$ cat src/design/osd_pkg.sv
// Types, register indexes and colour class codes shared by the obstruction span detector.
`default_nettype none
package osd_pkg;

	// Fixed field widths
	localparam int unsigned ROW_W     = 11;
	localparam int unsigned COL_W     = 10;
	localparam int unsigned CARRIED   = 10;
	localparam int unsigned CLASS_W   = 3;
	localparam int unsigned CLASSES_W = CARRIED * CLASS_W;
	localparam int unsigned SCORE_W   = 8;
	localparam int unsigned CFG_W     = 11;
	localparam int unsigned IDX_W     = 3;
	localparam int unsigned QUEUE_DEPTH = 2;

	// Configuration register indexes
	localparam logic [IDX_W-1:0] REG_IMAGE_WIDTH  = 3'd0;
	localparam logic [IDX_W-1:0] REG_IMAGE_HEIGHT = 3'd1;
	localparam logic [IDX_W-1:0] REG_MIN_WIDTH    = 3'd2;
	localparam logic [IDX_W-1:0] REG_FIELD_PEN    = 3'd3;
	localparam logic [IDX_W-1:0] REG_ROBOT        = 3'd4;
	localparam logic [IDX_W-1:0] REG_UNCLASSIFIED = 3'd5;
	localparam logic [IDX_W-1:0] REG_BACKGROUND   = 3'd6;

	// Colour class codes
	localparam logic [CLASS_W-1:0] CLS_GREEN        = 3'd0;
	localparam logic [CLASS_W-1:0] CLS_YELLOW       = 3'd1;
	localparam logic [CLASS_W-1:0] CLS_WHITE        = 3'd2;
	localparam logic [CLASS_W-1:0] CLS_BLUE         = 3'd3;
	localparam logic [CLASS_W-1:0] CLS_RED          = 3'd4;
	localparam logic [CLASS_W-1:0] CLS_UNCLASSIFIED = 3'd5;
	localparam logic [CLASS_W-1:0] CLS_BACKGROUND   = 3'd6;

	typedef struct packed {
		logic [ROW_W-1:0]     edge_row;
		logic [CLASSES_W-1:0] colour_classes;
	} col_item_t;

	typedef struct packed {
		logic [COL_W-1:0] start_col;
		logic [ROW_W-1:0] start_row;
		logic [COL_W-1:0] end_col;
		logic [ROW_W-1:0] end_row;
	} span_item_t;

	typedef struct packed {
		logic [CFG_W-1:0]  image_width;
		logic [CFG_W-1:0]  image_height;
		logic [CFG_W-1:0]  min_width;
		logic signed [3:0] field_penalty;
		logic [2:0]        robot_score;
		logic [2:0]        uncl_score;
		logic [2:0]        bg_score;
	} cfg_t;

	// Classified column travelling from front to back
	typedef struct packed {
		logic             obstruction;
		logic [ROW_W-1:0] edge_row;
	} col_class_t;

endpackage
`default_nettype wire

$ cat src/design/osd_front.sv
// Front end: scores the window below the field edge and classifies the column.
`default_nettype none
module osd_front import osd_pkg::*; #(
	parameter int unsigned WINDOW_ROWS = 10,
	parameter int unsigned MAX_HEIGHT  = 1024
) (
	input  wire col_item_t  col_item,
	input  wire cfg_t       cfg,
	output col_class_t      cls_out
);

	localparam int unsigned ROWS = (WINDOW_ROWS < CARRIED) ? WINDOW_ROWS : CARRIED;
	localparam int unsigned EXT_W = 13;

	logic [CFG_W-1:0] height_eff;

	always_comb begin
		if ({2'b00, cfg.image_height} > EXT_W'(MAX_HEIGHT))
			height_eff = CFG_W'(MAX_HEIGHT);
		else
			height_eff = cfg.image_height;
	end

	function automatic logic signed [SCORE_W-1:0] class_score(
		input logic [CLASS_W-1:0] cls,
		input cfg_t c
	);
		logic signed [SCORE_W-1:0] s;
		case (cls) inside
			CLS_GREEN, CLS_YELLOW:         s = SCORE_W'(c.field_penalty);
			CLS_WHITE, CLS_BLUE, CLS_RED:  s = SCORE_W'(c.robot_score);
			CLS_UNCLASSIFIED:              s = SCORE_W'(c.uncl_score);
			CLS_BACKGROUND:                s = SCORE_W'(c.bg_score);
			default:                       s = '0;
		endcase
		return s;
	endfunction

	logic signed [SCORE_W-1:0] score;

	// Sum the in-image window pixels
	always_comb begin
		logic [ROW_W:0] row;
		score = '0;
		for (int unsigned i = 0; i < ROWS; i++) begin
			row = {1'b0, col_item.edge_row} + (ROW_W+1)'(i);
			if (row < {1'b0, height_eff})
				score = score + class_score(col_item.colour_classes[CLASS_W*i +: CLASS_W], cfg);
		end
	end

	assign cls_out.obstruction = (score > 0);
	assign cls_out.edge_row    = col_item.edge_row;

endmodule
`default_nettype wire

$ cat src/design/osd_queue.sv
// Short queue of classified columns between front and back.
`default_nettype none
module osd_queue import osd_pkg::*; (
	input  wire             clk,
	input  wire             arst_n,
	input  wire             push,
	input  wire col_class_t push_data,
	input  wire             pop,
	output col_class_t      head,
	output logic            full,
	output logic            empty
);

	localparam int unsigned PTR_W = (QUEUE_DEPTH > 1) ? $clog2(QUEUE_DEPTH) : 1;
	localparam int unsigned CNT_W = $clog2(QUEUE_DEPTH + 1);

	col_class_t       mem_q [QUEUE_DEPTH];
	logic [PTR_W-1:0] wr_ptr_q;
	logic [PTR_W-1:0] rd_ptr_q;
	logic [CNT_W-1:0] count_q;

	assign full  = (count_q == CNT_W'(QUEUE_DEPTH));
	assign empty = (count_q == '0);
	assign head  = mem_q[rd_ptr_q];

	function automatic logic [PTR_W-1:0] ptr_next(input logic [PTR_W-1:0] p);
		return (p == PTR_W'(QUEUE_DEPTH - 1)) ? '0 : p + PTR_W'(1);
	endfunction

	always_ff @(posedge clk) begin
		if (push)
			mem_q[wr_ptr_q] <= push_data;
	end

	always_ff @(posedge clk or negedge arst_n) begin
		if (!arst_n) begin
			wr_ptr_q <= '0;
			rd_ptr_q <= '0;
			count_q  <= '0;
		end else begin
			if (push)
				wr_ptr_q <= ptr_next(wr_ptr_q);
			if (pop)
				rd_ptr_q <= ptr_next(rd_ptr_q);
			if (push && !pop)
				count_q <= count_q + CNT_W'(1);
			else if (pop && !push)
				count_q <= count_q - CNT_W'(1);
		end
	end

endmodule
`default_nettype wire

$ cat src/design/osd_back.sv
// Back end: column counter, run tracker and registered result output.
`default_nettype none
module osd_back import osd_pkg::*; #(
	parameter int unsigned MAX_WIDTH = 1024
) (
	input  wire             clk,
	input  wire             arst_n,
	input  wire cfg_t       cfg,
	input  wire             q_empty,
	input  wire col_class_t q_head,
	output logic            q_pop,
	output logic            span_valid,
	input  wire             span_ready,
	output span_item_t      span_item
);

	localparam int unsigned EXT_W = 13;

	logic [CFG_W-1:0] width_eff;
	logic [COL_W-1:0] col_idx_q;
	logic             in_run_q;
	logic [ROW_W-1:0] run_len_q;
	logic [COL_W-1:0] run_start_col_q;
	logic [ROW_W-1:0] run_start_row_q;
	logic             out_valid_q;
	span_item_t       out_item_q;

	logic last;
	logic close_run;
	logic emit;

	always_comb begin
		if (cfg.image_width == '0)
			width_eff = CFG_W'(1);
		else if ({2'b00, cfg.image_width} > EXT_W'(MAX_WIDTH))
			width_eff = CFG_W'(MAX_WIDTH);
		else
			width_eff = cfg.image_width;
	end

	// Advance only when the output register can take a possible result
	assign q_pop     = !q_empty && (!out_valid_q || span_ready);
	assign last      = ({1'b0, col_idx_q} + CFG_W'(1)) >= width_eff;
	assign close_run = !q_head.obstruction || last;
	assign emit      = close_run && in_run_q && (run_len_q >= cfg.min_width);

	assign span_valid = out_valid_q;
	assign span_item  = out_item_q;

	always_ff @(posedge clk or negedge arst_n) begin
		if (!arst_n) begin
			col_idx_q       <= '0;
			in_run_q        <= 1'b0;
			run_len_q       <= '0;
			run_start_col_q <= '0;
			run_start_row_q <= '0;
			out_valid_q     <= 1'b0;
		end else begin
			if (q_pop) begin
				if (close_run) begin
					in_run_q  <= 1'b0;
					run_len_q <= '0;
				end else begin
					if (!in_run_q) begin
						run_start_col_q <= col_idx_q;
						run_start_row_q <= q_head.edge_row;
						in_run_q        <= 1'b1;
					end
					if (run_len_q != '1)
						run_len_q <= run_len_q + ROW_W'(1);
				end
				col_idx_q <= last ? '0 : col_idx_q + COL_W'(1);
			end
			if (q_pop && emit)
				out_valid_q <= 1'b1;
			else if (span_ready)
				out_valid_q <= 1'b0;
		end
	end

	always_ff @(posedge clk) begin
		if (q_pop && emit) begin
			out_item_q.start_col <= run_start_col_q;
			out_item_q.start_row <= run_start_row_q;
			out_item_q.end_col   <= col_idx_q;
			out_item_q.end_row   <= q_head.edge_row;
		end
	end

endmodule
`default_nettype wire

$ cat src/design/obstruction_span_detector.sv
// Top level of the obstruction span detector: configuration registers, front, queue and back.
`default_nettype none
// One image column is taken per request on the col channel: its field-edge row and the
// colour classes of the pixels below it. The front scores the window in the same cycle it
// takes the column and writes the verdict into a two-entry queue; the back takes one queued
// column per cycle unless the span output is held, tracks runs of obstruction columns and
// places a finished span in an output register. Sustained rate is then one column per clock.
// col_ready drops only when the queue is full, which happens only while the span output is
// held by its consumer. Configuration writes take effect on the next clock; write them only
// between frames with the block idle.
module obstruction_span_detector import osd_pkg::*; #(
	parameter int unsigned WINDOW_ROWS = 10,
	parameter int unsigned MAX_WIDTH   = 1024,
	parameter int unsigned MAX_HEIGHT  = 1024
) (
	input  wire              clk,
	input  wire              arst_n,
	// Column requests
	input  wire              col_valid,
	output logic             col_ready,
	input  wire col_item_t   col_item,
	// Span results
	output logic             span_valid,
	input  wire              span_ready,
	output span_item_t       span_item,
	// Configuration writes
	input  wire              cfg_we,
	input  wire [IDX_W-1:0]  cfg_index,
	input  wire [CFG_W-1:0]  cfg_wdata
);

	cfg_t       cfg_q;
	col_class_t front_cls;
	col_class_t q_head;
	logic       q_full;
	logic       q_empty;
	logic       q_push;
	logic       q_pop;

	// Register file: hold reset defaults until written, drop writes to unknown indexes
	always_ff @(posedge clk or negedge arst_n) begin
		if (!arst_n) begin
			cfg_q.image_width   <= CFG_W'(1024);
			cfg_q.image_height  <= CFG_W'(1024);
			cfg_q.min_width     <= CFG_W'(3);
			cfg_q.field_penalty <= -4'sd3;
			cfg_q.robot_score   <= 3'd3;
			cfg_q.uncl_score    <= 3'd1;
			cfg_q.bg_score      <= 3'd3;
		end else if (cfg_we) begin
			unique case (cfg_index)
				REG_IMAGE_WIDTH:  cfg_q.image_width   <= cfg_wdata;
				REG_IMAGE_HEIGHT: cfg_q.image_height  <= cfg_wdata;
				REG_MIN_WIDTH:    cfg_q.min_width     <= cfg_wdata;
				REG_FIELD_PEN:    cfg_q.field_penalty <= cfg_wdata[3:0];
				REG_ROBOT:        cfg_q.robot_score   <= cfg_wdata[2:0];
				REG_UNCLASSIFIED: cfg_q.uncl_score    <= cfg_wdata[2:0];
				REG_BACKGROUND:   cfg_q.bg_score      <= cfg_wdata[2:0];
				default: ;
			endcase
		end
	end

	// Accept a column whenever the queue has room
	assign col_ready = !q_full;
	assign q_push    = col_valid && col_ready;

	osd_front #(
		.WINDOW_ROWS (WINDOW_ROWS),
		.MAX_HEIGHT  (MAX_HEIGHT)
	) u_front (
		.col_item (col_item),
		.cfg      (cfg_q),
		.cls_out  (front_cls)
	);

	osd_queue u_queue (
		.clk       (clk),
		.arst_n    (arst_n),
		.push      (q_push),
		.push_data (front_cls),
		.pop       (q_pop),
		.head      (q_head),
		.full      (q_full),
		.empty     (q_empty)
	);

	osd_back #(
		.MAX_WIDTH (MAX_WIDTH)
	) u_back (
		.clk        (clk),
		.arst_n     (arst_n),
		.cfg        (cfg_q),
		.q_empty    (q_empty),
		.q_head     (q_head),
		.q_pop      (q_pop),
		.span_valid (span_valid),
		.span_ready (span_ready),
		.span_item  (span_item)
	);

endmodule
`default_nettype wire
$ cat config.mk
export PLATFORM = sky130hd
export DESIGN_NAME = obstruction_span_detector
export DESIGN_NICKNAME = d
export VERILOG_FILES = /design/src/design/osd_pkg.sv /design/src/design/osd_front.sv /design/src/design/osd_queue.sv /design/src/design/osd_back.sv /design/src/design/obstruction_span_detector.sv
export SDC_FILE = /design/constraint.sdc
export NUM_CORES = 1
export LEC_CHECK = 0
export ABC_AREA = 1
export BUFFER_PORTS_ARGS = -buffer_cell sky130_fd_sc_hd__buf_2
export CORE_ASPECT_RATIO = 1.1
export CORE_UTILIZATION = 50
export CTS_CLUSTER_DIAMETER = 150
export DETAILED_ROUTE_END_ITERATION = 12
export PLACE_DENSITY = 0.68
export SLEW_MARGIN = 10
export SYNTH_ARGS = -nofsm -noshare
export SYNTH_HDL_FRONTEND = slang
export SYNTH_SLANG_ARGS = --single-unit
$ cat constraint.sdc
create_clock -name clk -period 14.2 [get_ports clk]
set_clock_uncertainty 0.05 [all_clocks]
set_input_delay 3.55 -clock clk [delete_from_list [all_inputs] [get_ports clk]]
set_output_delay 3.55 -clock clk [all_outputs]
set_load 0.02 [all_outputs]
* Word-level counts from Yosys, hierarchy flattened
Memory sizes are Yosys's and may differ from the RTL's.
Cells that the tools add are included.
** Storage, ports and cells
- Register bits :: 136
- Output and inout port bits :: 44
- Memory bits (writable) :: 24
- Input port bits :: 60
- Memories :: 1
- Logic and storage cells :: 265
** Memories
- u_queue.mem_q :: words 2, bits a word 12, rd ports 1, clocked after memory_dff 0, write ports 1, line osd_queue.sv:17 : col_class_t mem_q [QUEUE_DEPTH];
** Cells by class
- Equal/unequal tests :: 68
- Reductions and logical operators :: 60
- Order comparisons :: 15
- Add/subtract/negate cells :: 25
- Bitwise operators :: 2
- Mux-type cells :: 74
** Operators by type and width (number)
- $mux 8 :: 44
- $lt 12x11->1 :: 9
- $eq 3x3->1 const B :: 33
- $add 8x8->8 :: 9
- $eq 3x2->1 const B :: 22
- $mux 11 :: 5
- $add 11x3->12 const B :: 4
- $mux 3 :: 15
- $eq 3x1->1 const B :: 11
- $logic_not 3->1 :: 11
- $reduce_or 3->1 :: 10
- $add 11x2->12 const B :: 2
- $add 11x4->12 const B :: 2
- $ge 11x11->1 :: 2
- $gt 11x11->1 const B :: 2
- $reduce_or 2->1 :: 10
- $reduce_and 2->1 :: 8
- $add 11x1->12 const B :: 1
- $add 10x1->11 const B :: 1
- $add 11x1->11 const B :: 1
- $logic_not 11->1 :: 1
- $lt 11x11->1 :: 1
- $ne 11x11->1 const B :: 1
- $add 10x1->10 const B :: 1
- other kinds (15) :: 38

* Logic depth before layout (Yosys ltp)
- Word-level depth :: 25
- Gate-level depth with buffers :: 77
- Depth with buffers taken out :: 77

* Hierarchy
From an unflattened synthesis, not the netlist that was laid out.
** Unflattened totals
- Cells, all modules :: 2012
- Area, all modules :: 15235.9 µm²
** By module, submodules not included
- osd_front :: times used 1, sequential area each 0.0 µm², area each 8052.7 µm², cells each 1303
- osd_back :: times used 1, sequential area each 2362.3 µm², area each 4157.7 µm², cells each 428
- obstruction_span_detector :: times used 1, sequential area each 1166.1 µm², area each 1918.1 µm², cells each 219
- osd_queue :: times used 1, sequential area each 820.8 µm², area each 1107.3 µm², cells each 62

* Worst setup path after synthesis
OpenSTA, ideal clock, no wires.
- Path kind :: input to register
- Start :: in col_item[34] (netlist name)
- End :: mem u_queue.mem_q[0][11] (netlist name), data pin
- Data required time :: 13.889 ns
- Buffers on the path :: 1
- Stages :: 58
- Setup slack :: 0.651 ns
- Setup time :: 0.261 ns
- Data arrival time :: 13.238 ns
- Cell sequence :: clkbuf_1 > nand2_1 > nor2_1 > inv_1 > nor2_1 > xor2_1 > nor2_1 > a21oi_1 > ha_1 > o21ai_0 > nand3b_1 > nor2_2 > nand2_2 > nand2_1 > nand2_1 > ha_1 > inv_1 > fa_1 > (+22 left out) > xor2_1 > or2_2 > nand2_1 > inv_1 > ha_1 > a21oi_1 > nand2_1 > a21o_1 > nand2_1 > a21boi_0 > o21ai_0 > nand2_1 > or2_2 > nand3_1 > xor2_1 > nand3_1 > nand3_1 > a21oi_1
** RTL lines
- start, declared :: line obstruction_span_detector.sv:21 : input wire col_item_t col_item,
- end, declared :: line osd_queue.sv:17

==> results.yml <==
critical_path:
  worst_ep_required_time_ps: 14320
  path_common_cell: "sky130_fd_sc_hd__nand2_1"
  arrival_time_worst_endpoint_ps: 13610
  max_stage_delay_ps: 460
  crit_path_end: "u_queue.mem_q[1][11]$_DFFE_PP_"
  timing.reg2reg.worst_path_depth: 58
  reg2reg_from: "cfg_q[30]$_DFFE_PN0P_"
  startpoint: "col_item[31]"
  endpoint_kind: "register"
  rrSetupSlack_ps: 2510
  worst_setup_path_start_kind: "primary input"
  critical_path.reg2reg.endpoint: "u_queue.mem_q[1][11]$_DFFE_PP_"
  critical_path_class: "in2reg"
  critical_path_peak_fanout: 9
  cp_slowest_cell: "sky130_fd_sc_hd__fa_1"
placed_design:
  gp_routability_congestion: 0.9315
  placement.cell_area_sq_um: 15510
  dp_hpwl_um: 31820
  preCtsSetupSlack_ps: 5.223
  placement.io_buffers: 103
sta:
  max_slew_margin_vs_limit_pct: 19.21
  final.setup.tns_ps: 0
  period_needed_ps: 13490
  slew_viol_final: 0
  max_freq_ghz: 0.07413
  worst-slew-pin-transition_ps: 1207
  timing.final.hold_violations: 0
  layout_setup_ws_ps: 710.6
  post-route-period-util_pct: 95.00
  endpoints_failing_setup: 0
  hold-worst-slack_ps: 400.8
grt:
  global_route_wire_length_before_repair_um: 63150
  antenna_violations_before_repair: 0
  grt_max_degree: 54
  grt_use_total_pct: 26.98
  first_global_vias: 12750
  total_global_routing_overflow: 0
power:
  switching_power_w: 0.001294
  sequential_power_share_pct: 24.2
  vdd_ir_drop_max_mv: 0.1227
  power.share.clock_pct: 16.9
  design_power_total_w: 0.002847
  cell_internal_pwr_w: 0.001553
  power.density_cell_area_nw_per_um2: 175.3
  pwr-share-comb_pct: 58.9
  p_leak_nw: 8.208
  sw_frac_of_total_pct: 45.44
clock_network:
  insertion_delay_ps: 420
  clock_tree_from_tritoncts: "yes"
  htree_levels: 4
  clk_path_buf_depth: 2
  cts_num_sinks: 160
  cts_root_buf: "sky130_fd_sc_hd__clkbuf_16"
  cts.reportedPaths.clkPinSlew_ps: 60
  cts_made_buffers: 17
  cts_hold_buffers: 0
cells_and_area:
  area_delta_synth_final_pct: 12.27
  final_cell_mix: "475 x sky130_fd_sc_hd__nand2_1, 246 x sky130_fd_sc_hd__inv_1, 187 x sky130_fd_sc_hd__ha_1"
  antenna_cells_inserted: 0
  final_design_area_no_fill_sq_um: 16240
  layout.nets: 2309
  fillCellCount: 2614
  post_route_cells_drive_above_1_share_pct: 11.26
  most_common_cell_after_layout_fill_and_taps_aside: "sky130_fd_sc_hd__nand2_1"
logic_synthesis:
  synth_enable_flop_cells: 66
  ys_types: 58
  seq_area_frac_synth_pct: 30.07
  ys.warnings.count: 0
  postSynthCellCount: 1928
  mappedNetlistNets: 2190
  synthesis.area_per_instance_sq_um: 7.501
  synth_top_flop_cell: "sky130_fd_sc_hd__dfrtp_1"
  netlist_area_sq_um: 14460
  async_flop_share_pct: 58.75
  synth.ff_latch_count: 160
die:
  num_io_pins: 104
  core_area_sq_um: 28110
  fp-row-count: 64
  start_util_pct: 51.46
  die_w_um: 164.2
  fp.dieArea_sq_um: 29610
  fp.dieH_um: 180.4
route:
  detail_route.first_pass.iterations: 5
  detailedRoute.firstIterationViolations: 905
  detail_route.drc_violations: 0
  route.detailed.vias_per_inst: 5.469
  drt_wl_total_um: 38970
  vias: 13250
  drtAntennaViolNets: 0
  wire_per_inst_um: 16.08
job:
  maxCapViolations: 0
hold_path:
  hp_class: "reg2reg"
  hold_path_depth: 0
outcome:
  status: "finished, final reports clean"
==> how the worst min path moves through the flow <==
stage	startpoint	end	slack, ps
floorplan	u_back.col_idx_q[9]$_DFFE_PN0P_	u_back.span_item[20]$_DFFE_PP_	370
global placement	u_back.run_start_col_q[6]$_DFFE_PN0P_	u_back.span_item[38]$_DFFE_PP_	380
detailed placement	u_back.run_start_col_q[6]$_DFFE_PN0P_	u_back.span_item[38]$_DFFE_PP_	380
CTS	u_back.run_start_col_q[6]$_DFFE_PN0P_	u_back.span_item[38]$_DFFE_PP_	400
global route	u_back.run_start_col_q[6]$_DFFE_PN0P_	u_back.span_item[38]$_DFFE_PP_	410
finish	u_back.run_start_col_q[5]$_DFFE_PN0P_	u_back.span_item[37]$_DFFE_PP_	400
==> cells in the mapped netlist (4+ instances only) <==
| cell type | n | area, sq um |
|---|---|---|
| sky130_fd_sc_hd__ha_1 | 192 | 2402 |
| sky130_fd_sc_hd__dfstp_2 | 12 | 315.3 |
| sky130_fd_sc_hd__clkbuf_1 | 24 | 90.09 |
| sky130_fd_sc_hd__xnor2_1 | 19 | 166.4 |
| sky130_fd_sc_hd__nand3b_1 | 6 | 45.04 |
| sky130_fd_sc_hd__inv_1 | 246 | 923.4 |
| sky130_fd_sc_hd__nor4_1 | 6 | 37.54 |
| sky130_fd_sc_hd__edfxtp_1 | 66 | 1982 |
| sky130_fd_sc_hd__o221ai_1 | 5 | 43.79 |
| sky130_fd_sc_hd__a21o_1 | 9 | 67.56 |
| sky130_fd_sc_hd__a221oi_1 | 4 | 35.03 |
| sky130_fd_sc_hd__nor2_1 | 128 | 480.5 |
| sky130_fd_sc_hd__buf_2 | 4 | 20.02 |
| sky130_fd_sc_hd__nand2_4 | 4 | 45.04 |
| sky130_fd_sc_hd__xor2_1 | 85 | 744.5 |
| sky130_fd_sc_hd__inv_2 | 5 | 18.77 |
| sky130_fd_sc_hd__nand4_1 | 26 | 162.7 |
| sky130_fd_sc_hd__a31oi_1 | 6 | 37.54 |
| sky130_fd_sc_hd__nand3_1 | 141 | 705.7 |
| sky130_fd_sc_hd__dfrtp_1 | 82 | 2052 |
| sky130_fd_sc_hd__a21oi_1 | 112 | 560.5 |
| sky130_fd_sc_hd__o22ai_1 | 17 | 106.4 |
| sky130_fd_sc_hd__or2_2 | 18 | 112.6 |
| sky130_fd_sc_hd__nand2_2 | 8 | 50.05 |
| sky130_fd_sc_hd__fa_1 | 10 | 200.2 |
| sky130_fd_sc_hd__nor3_1 | 18 | 90.09 |
| sky130_fd_sc_hd__and2_1 | 13 | 81.33 |
| sky130_fd_sc_hd__o21ai_0 | 131 | 655.6 |
| sky130_fd_sc_hd__nand2_1 | 476 | 1787 |
| sky130_fd_sc_hd__o211ai_1 | 7 | 52.55 |
==> power groups by stage <==
stage | logic (W) | clock network (W) | registers, W
finish | 0.00168 | 0.000481 | 0.000688
global route | 0.00192 | 0.000504 | 0.000699
CTS | 0.00165 | 0.000487 | 0.000686
detailed placement | 0.00164 | 0 | 0.000694
global placement | 0.00159 | 0 | 0.000690
floorplan | 0.00128 | 0 | 0.000667
==> flip-flops by register name (all words and copies together) (netlist names) <==
register,cells
u_back.col_idx_q,10
u_queue.mem_q,24
u_back.span_item,42
u_queue.rd_ptr_q,1
u_queue.count_q,2
u_back.span_valid,1
u_back.run_start_row_q,11
cfg_q,46
u_back.run_len_q,11
u_back.run_start_col_q,10
u_queue.wr_ptr_q,1
u_back.in_run_q,1
==> repair_timing <==
| action | in CTS | in global routing |
|---|---|---|
| endpoints found under the setup margin | 0 | 2 |
| buffers inserted | 0 | 0 |
| resized for setup | 0 | 20 |
==> critical path: cells and delay by family <==
family	cells	cell delay, ps
XOR/XNOR	5	830
adder cells (fa/ha/maj)	11	3810
AO/OA/AOI/OAI	6	720
AND/OR/NAND/NOR	30	3980
buffers and inverters	7	690
==> metal layers <==
layer  wire length [um]  track usage, %  vias to the layer above
met2              19150           46.95                      345
met5                  0               0                        -
met3               1696           2.555                       67
met1              16890           34.18                     6157
met4               1232           10.11                        0
li1                   -               -                     6683
==> logic make-up after synthesis <==
group	Yosys count	share of synthesized area, %
AND/OR/NAND/NOR	860	25.79
AO/OA/AOI/OAI	317	12.28
buffers and inverters	285	7.561
adder cells (fa/ha/maj)	202	17.99
flip-flops	160	30.07
XOR/XNOR	104	6.298
==> stage by stage <==
step,std cells,utilization (%)
3_3_place_gp,2391,55.19
4_1_cts,2423,57.42
3_5_place_dp,2391,55.19
5_1_grt,2423,57.77
2_1_floorplan,1928,-
6_report,2423,57.77
==> cell type report <==
type | instances | area (sq um) | share of cell area (%)
timing repair buffer | 130 | 723.2 | 4.454
multi-input combinational | 1483 | 9124 | 56.19
clock buffer | 19 | 442.9 | 2.728
tap | 363 | 454.2 | 2.797
inverter | 255 | 960.9 | 5.918
clock inverter | 13 | 182.7 | 1.125
sequential | 160 | 4349 | 26.79
(Power assumes the default switching activity.)
